$ cat config.mk
export PLATFORM = sky130hd
export DESIGN_NAME = tmfs_div
export DESIGN_NICKNAME = d
export VERILOG_FILES = /design/src/triangle_measures_from_sides_core_macros.svh /design/src/tmfs_pkg.sv /design/src/tmfs_div.sv
export SDC_FILE = /design/constraint.sdc
export NUM_CORES = 1
export LEC_CHECK = 0
export BUFFER_PORTS_ARGS = -buffer_cell sky130_fd_sc_hd__buf_2
export CAP_MARGIN = 10
export CORE_UTILIZATION = 39
export CTS_CLUSTER_DIAMETER = 40
export DETAILED_ROUTE_END_ITERATION = 10
export GPL_TIMING_DRIVEN = 1
export SETUP_SLACK_MARGIN = 0.05
export SLEW_MARGIN = 20
export SYNTH_ARGS = -nofsm -noshare
export SYNTH_HDL_FRONTEND = slang
export SYNTH_SLANG_ARGS = --single-unit
$ cat constraint.sdc
create_clock -name clk -period 4.5 [get_ports clk]
set_input_delay 0.9 -clock clk [delete_from_list [all_inputs] [get_ports clk]]
set_output_delay 0.9 -clock clk [all_outputs]
set_load 0.02 [all_outputs]
$ cat src/triangle_measures_from_sides_core_macros.svh
// ----------------------------------------------------------------------------
// Assertion macros shared by the triangle measures core
// Short forms for clocked implications, gated by the async reset.
// ----------------------------------------------------------------------------
`ifndef TRIANGLE_MEASURES_FROM_SIDES_CORE_MACROS_SVH
`define TRIANGLE_MEASURES_FROM_SIDES_CORE_MACROS_SVH

// same-cycle implication
`define TMFS_ASSERT_IMPL(lbl, ante, cons) \
    lbl: assert property (@(posedge clk) disable iff (!rst_n) (ante) |-> (cons)) \
        else $error("implication check failed");

// next-cycle implication
`define TMFS_ASSERT_NEXT(lbl, ante, cons) \
    lbl: assert property (@(posedge clk) disable iff (!rst_n) (ante) |=> (cons)) \
        else $error("next-cycle check failed");

`endif

$ cat src/tmfs_pkg.sv
// ----------------------------------------------------------------------------
// tmfs_pkg
// Widths, stage counts and sideband types for the triangle measures core.
// ----------------------------------------------------------------------------
package tmfs_pkg;

    localparam int SIDE_BITS  = 16;
    localparam int FRAC_BITS  = 4;

    localparam int SUM_W      = SIDE_BITS + 2;          // a+b+c
    localparam int DIF_W      = SIDE_BITS + 1;          // b+c-a, b+c, 2a
    localparam int RAD_W      = 4 * SIDE_BITS + 2;      // squared-area radicand
    localparam int ROOT_W     = RAD_W / 2;
    localparam int NUM_W      = ROOT_W;
    localparam int QUO_W      = 16;
    localparam int AREA_W     = 27;
    localparam int PERIM_W    = 18;
    localparam int AREA_SHIFT = FRAC_BITS + 2;

    localparam int SQ_STAGES  = ROOT_W;                 // one root bit per stage
    localparam int DV_STAGES  = QUO_W;                  // one quotient bit per stage

    typedef struct packed {
        logic               ok;
        logic [PERIM_W-1:0] perim;
        logic [DIF_W-1:0]   dbl_a;
        logic [DIF_W-1:0]   dbl_b;
        logic [DIF_W-1:0]   dbl_c;
        logic [DIF_W-1:0]   pair_a;
        logic [DIF_W-1:0]   pair_b;
        logic [DIF_W-1:0]   pair_c;
    } side_t;

    typedef struct packed {
        logic               ok;
        logic [PERIM_W-1:0] perim;
        logic [AREA_W-1:0]  area;
        logic [QUO_W-1:0]   med_a;
        logic [QUO_W-1:0]   med_b;
        logic [QUO_W-1:0]   med_c;
    } post_t;

endpackage

$ cat src/tmfs_div.sv
// ----------------------------------------------------------------------------
// tmfs_div
// Pipelined restoring divider, one quotient bit per stage, truncating.
// ----------------------------------------------------------------------------
module tmfs_div
    import tmfs_pkg::*;
(
    input  logic             clk,
    input  logic             en,
    input  logic [NUM_W-1:0] num,
    input  logic [DIF_W-1:0] den,
    output logic [QUO_W-1:0] quo
);

    logic [NUM_W-1:0] rem_reg [DV_STAGES];
    logic [DIF_W-1:0] den_reg [DV_STAGES];
    logic [QUO_W-1:0] quo_reg [DV_STAGES];

    for (genvar j = 0; j < DV_STAGES; j++)
    begin : g_stage
        localparam int K = DV_STAGES - 1 - j;
        logic [NUM_W-1:0] rem_in;
        logic [DIF_W-1:0] den_in;
        logic [QUO_W-1:0] q_in;
        logic [NUM_W:0]   trial;
        logic             take;
        logic [NUM_W-1:0] rem_next;
        logic [QUO_W-1:0] quo_next;

        if (j == 0)
        begin : g_first
            assign rem_in = num;
            assign den_in = den;
            assign q_in   = '0;
        end
        else
        begin : g_rest
            assign rem_in = rem_reg[j-1];
            assign den_in = den_reg[j-1];
            assign q_in   = quo_reg[j-1];
        end

        assign trial    = (NUM_W+1)'(den_in) << K;
        assign take     = (NUM_W+1)'(rem_in) >= trial;
        assign rem_next = take ? rem_in - trial[NUM_W-1:0] : rem_in;
        assign quo_next = take ? (q_in | (QUO_W'(1) << K)) : q_in;

        always_ff @(posedge clk)
        begin
            if (en)
            begin
                rem_reg[j] <= rem_next;
                den_reg[j] <= den_in;
                quo_reg[j] <= quo_next;
            end
        end
    end

    assign quo = quo_reg[DV_STAGES-1];

endmodule

==> results.yml <==
pwr:
  power_density_nw_per_um2: 610
  ir_worst_vdd_mv: 0.362
  p_leak_nw: 20.0
  totalPowerFinal_mw: 31.8
setup_path:
  cp.required_ns: 4.90
  start_kind: "flip-flop"
  critPathCaptureType: "flip-flop"
  startpoint: "rem_reg[1][134]$_DFFE_PP_"
  path_max_fanout: 7
  worstSetupPathType: "flip-flop to flip-flop"
  r2r-start: "rem_reg[1][134]$_DFFE_PP_"
  critPathArrivalTime_ns: 4.36
global_route:
  grt_max_degree: 144
  grt_pass1_vias: 29085
  grt_pass1_wl_mm: 146
  antenna_found_initial: 0
  grt.total_usage_pct: 15.3
  overflow: 0
timing:
  slew_headroom_pct: 31.8
  tightestPinTransition_ns: 1.01
  final_max_slew_viol_count: 0
  clock.fmax_mhz: 253
  setup_viol: 0
  tns_ns: 0
  finalCriticalPeriod_ns: 3.95
  rsz0062_at_grt: "false"
  skew_ns: 0.0257
  hold_violations: 0
  post-route-period-util_pct: 87.8
  hold_ws_ns: 0.411
synthesis:
  syn_area_um2: 45600
  ys_seq_area_share_pct: 58.3
  syn-num-nets: 4136
  synthCells: 3797
  ys.flop_type: "edfxtp_1"
  yosys_warnings: 0
  synth_common_cells: "edfxtp_1 (886), inv_1 (350), ha_1 (272)"
  syn_avg_cell_area_um2: 12.0
  synth_area_leaders: "edfxtp_1 (58%), ha_1 (7.5%), xnor2_1 (3.1%)"
  yosys.cell_types.count: 80
  synth_edf_count: 886
  synth_largest_area_cell: "edfxtp_1"
  synth_most_common_cell: "edfxtp_1"
  async_reset_ff_share_pct: 0
  synth_top_area_share_pct: 58.3
  ys_ff_latch: 886
routing:
  drtPass1Iterations: 5
  wl_mm: 90.6
  num_vias: 28699
  drt_iter0_drc: 1431
  drc: 0
  postRouteAntennaNets: 0
  vias_per_cell: 5.13
  routedWlPerCell_um: 16.2
floorplan:
  num_rows: 125
  die_w_um: 344
  core-area_um2: 116000
  die-area_um2: 118000
  io_pins: 68
  die_h_um: 344
  start_util_pct: 39.3
clock_network:
  ctsHoldBuffers: 0
  htree_levels: 3
  clockBufferDepth: 3
  tritoncts: "yes"
  postCtsResizedCells: 0
  numCtsBuffers: 121
  postCtsSetupRepairBufs: 0
  clkTransAtPathRegs_ns: 0.06
  clkLatencyLatePin_ns: 0.68
  root_buffer: "clkbuf_16"
  cts_sinks: 886
finish:
  syn2layout_area_growth_pct: 14.5
  largest_register_ffs: 495
  fin_nets: 4298
  antenna_cells: 0
  stdcell_count: 5590
  drive_gt1_share_pct: 10.2
place:
  dp.cells: 5360
  place_hpwl_mm: 67.3
  port_buffers: 67
  place_congestion: 0.893
run_status:
  status: "finished, final reports clean"
flow_run:
  drv_cap: 0
worst_hold_path:
  min_from: "den[10]"
  holdCritPathClass: "input port to flip-flop"
area by class of cell:
class | instances | area (um2)
well taps | 1524 | 1910
fillers | 10538 | 63900
flip-flops and latches | 886 | 26600
multi-input cells | 2491 | 17400
clock inverters | 99 | 1050
clock buffers | 131 | 3110
repair buffers | 109 | 773
inverters | 350 | 1310
metrics by stage:
step	utilization [%]	cell area [um2]	setup WS [ns]
2_1_floorplan	-	45600	1.06
3_3_place_gp	41.4	48000	0.550
3_5_place_dp	41.4	48000	0.639
4_1_cts	45.0	52200	0.615
5_1_grt	45.0	52200	0.308
6_report	45.0	52200	0.548
where the power goes:
part / switching (mW) / leakage [nW] / total (mW) / internal, mW
registers: 1.06 / 8.54 / 12.5 / 11.4
logic: 5.47 / 9.43 / 9.80 / 4.34
clock network: 3.76 / 2.01 / 9.55 / 5.79
cell families (layout without fill, tap and decap cells):
group,Yosys count,count (layout),synth area share [%]
flops,886,886,58.3
fa+ha+maj,287,287,8.12
xor+xnor,304,304,5.84
simple gates,986,986,10.9
compound gates,846,846,11.6
mux,68,68,1.67
buf+inv,420,689,3.51
path summary, 6_finish.rpt:
check                                                  to  slack, ns  cells past startpoint
worst max-delay path            rem_reg[1][195]$_DFFE_PP_       0.55                     13
worst min-delay path             den_reg[0][10]$_DFFE_PP_       0.41                      1
worst max register to register  rem_reg[1][195]$_DFFE_PP_       0.55                     13
worst min register to register   quo_reg[1][84]$_DFFE_PP_       0.41                      0
per-layer routing:
metal  GRT usage (%)  routed length [um]  part of all wire, %  vias up
met3            2.25                2670                  2.9      234
li1                -                   -                    -    14431
met2            30.6               49700                   55      507
met4            7.74                4290                  4.7        0
met1            15.0               34000                   37    13527
met5               0                   0                    0        -
critical path, stage by stage, from the launching register on:
cell,delay [ns]
edfxtp_1,0.38
inv_1,0.07
ha_1,0.15
inv_1,0.06
fa_1,0.39
a21oi_1,0.22
nor3b_1,0.11
o311ai_1,0.51
nand2_1,0.23
a221oi_1,0.44
nor2_1,0.06
or4b_1,0.63
nor4_1,0.29
xor2_1,0.11
cells in the final DEF (no fill, tap or decap), types with 35 or more instances in the layout:
master and instances:
edfxtp_1 886, inv_1 350, ha_1 272, nor2_1 260, a21oi_1 254, nand2_1 231
o21ai_0 219, xnor2_1 163, xor2_1 141, clkbuf_16 123, a21o_1 91, nor3_1 86
buf_2 66, mux2_2 62, nor4_1 61, nor2b_1 47, nand2b_1 47, nand3_1 46
o21a_1 42, nand4_1 36, or3_1 35
Note: power is estimated with default switching activity, not from simulation.
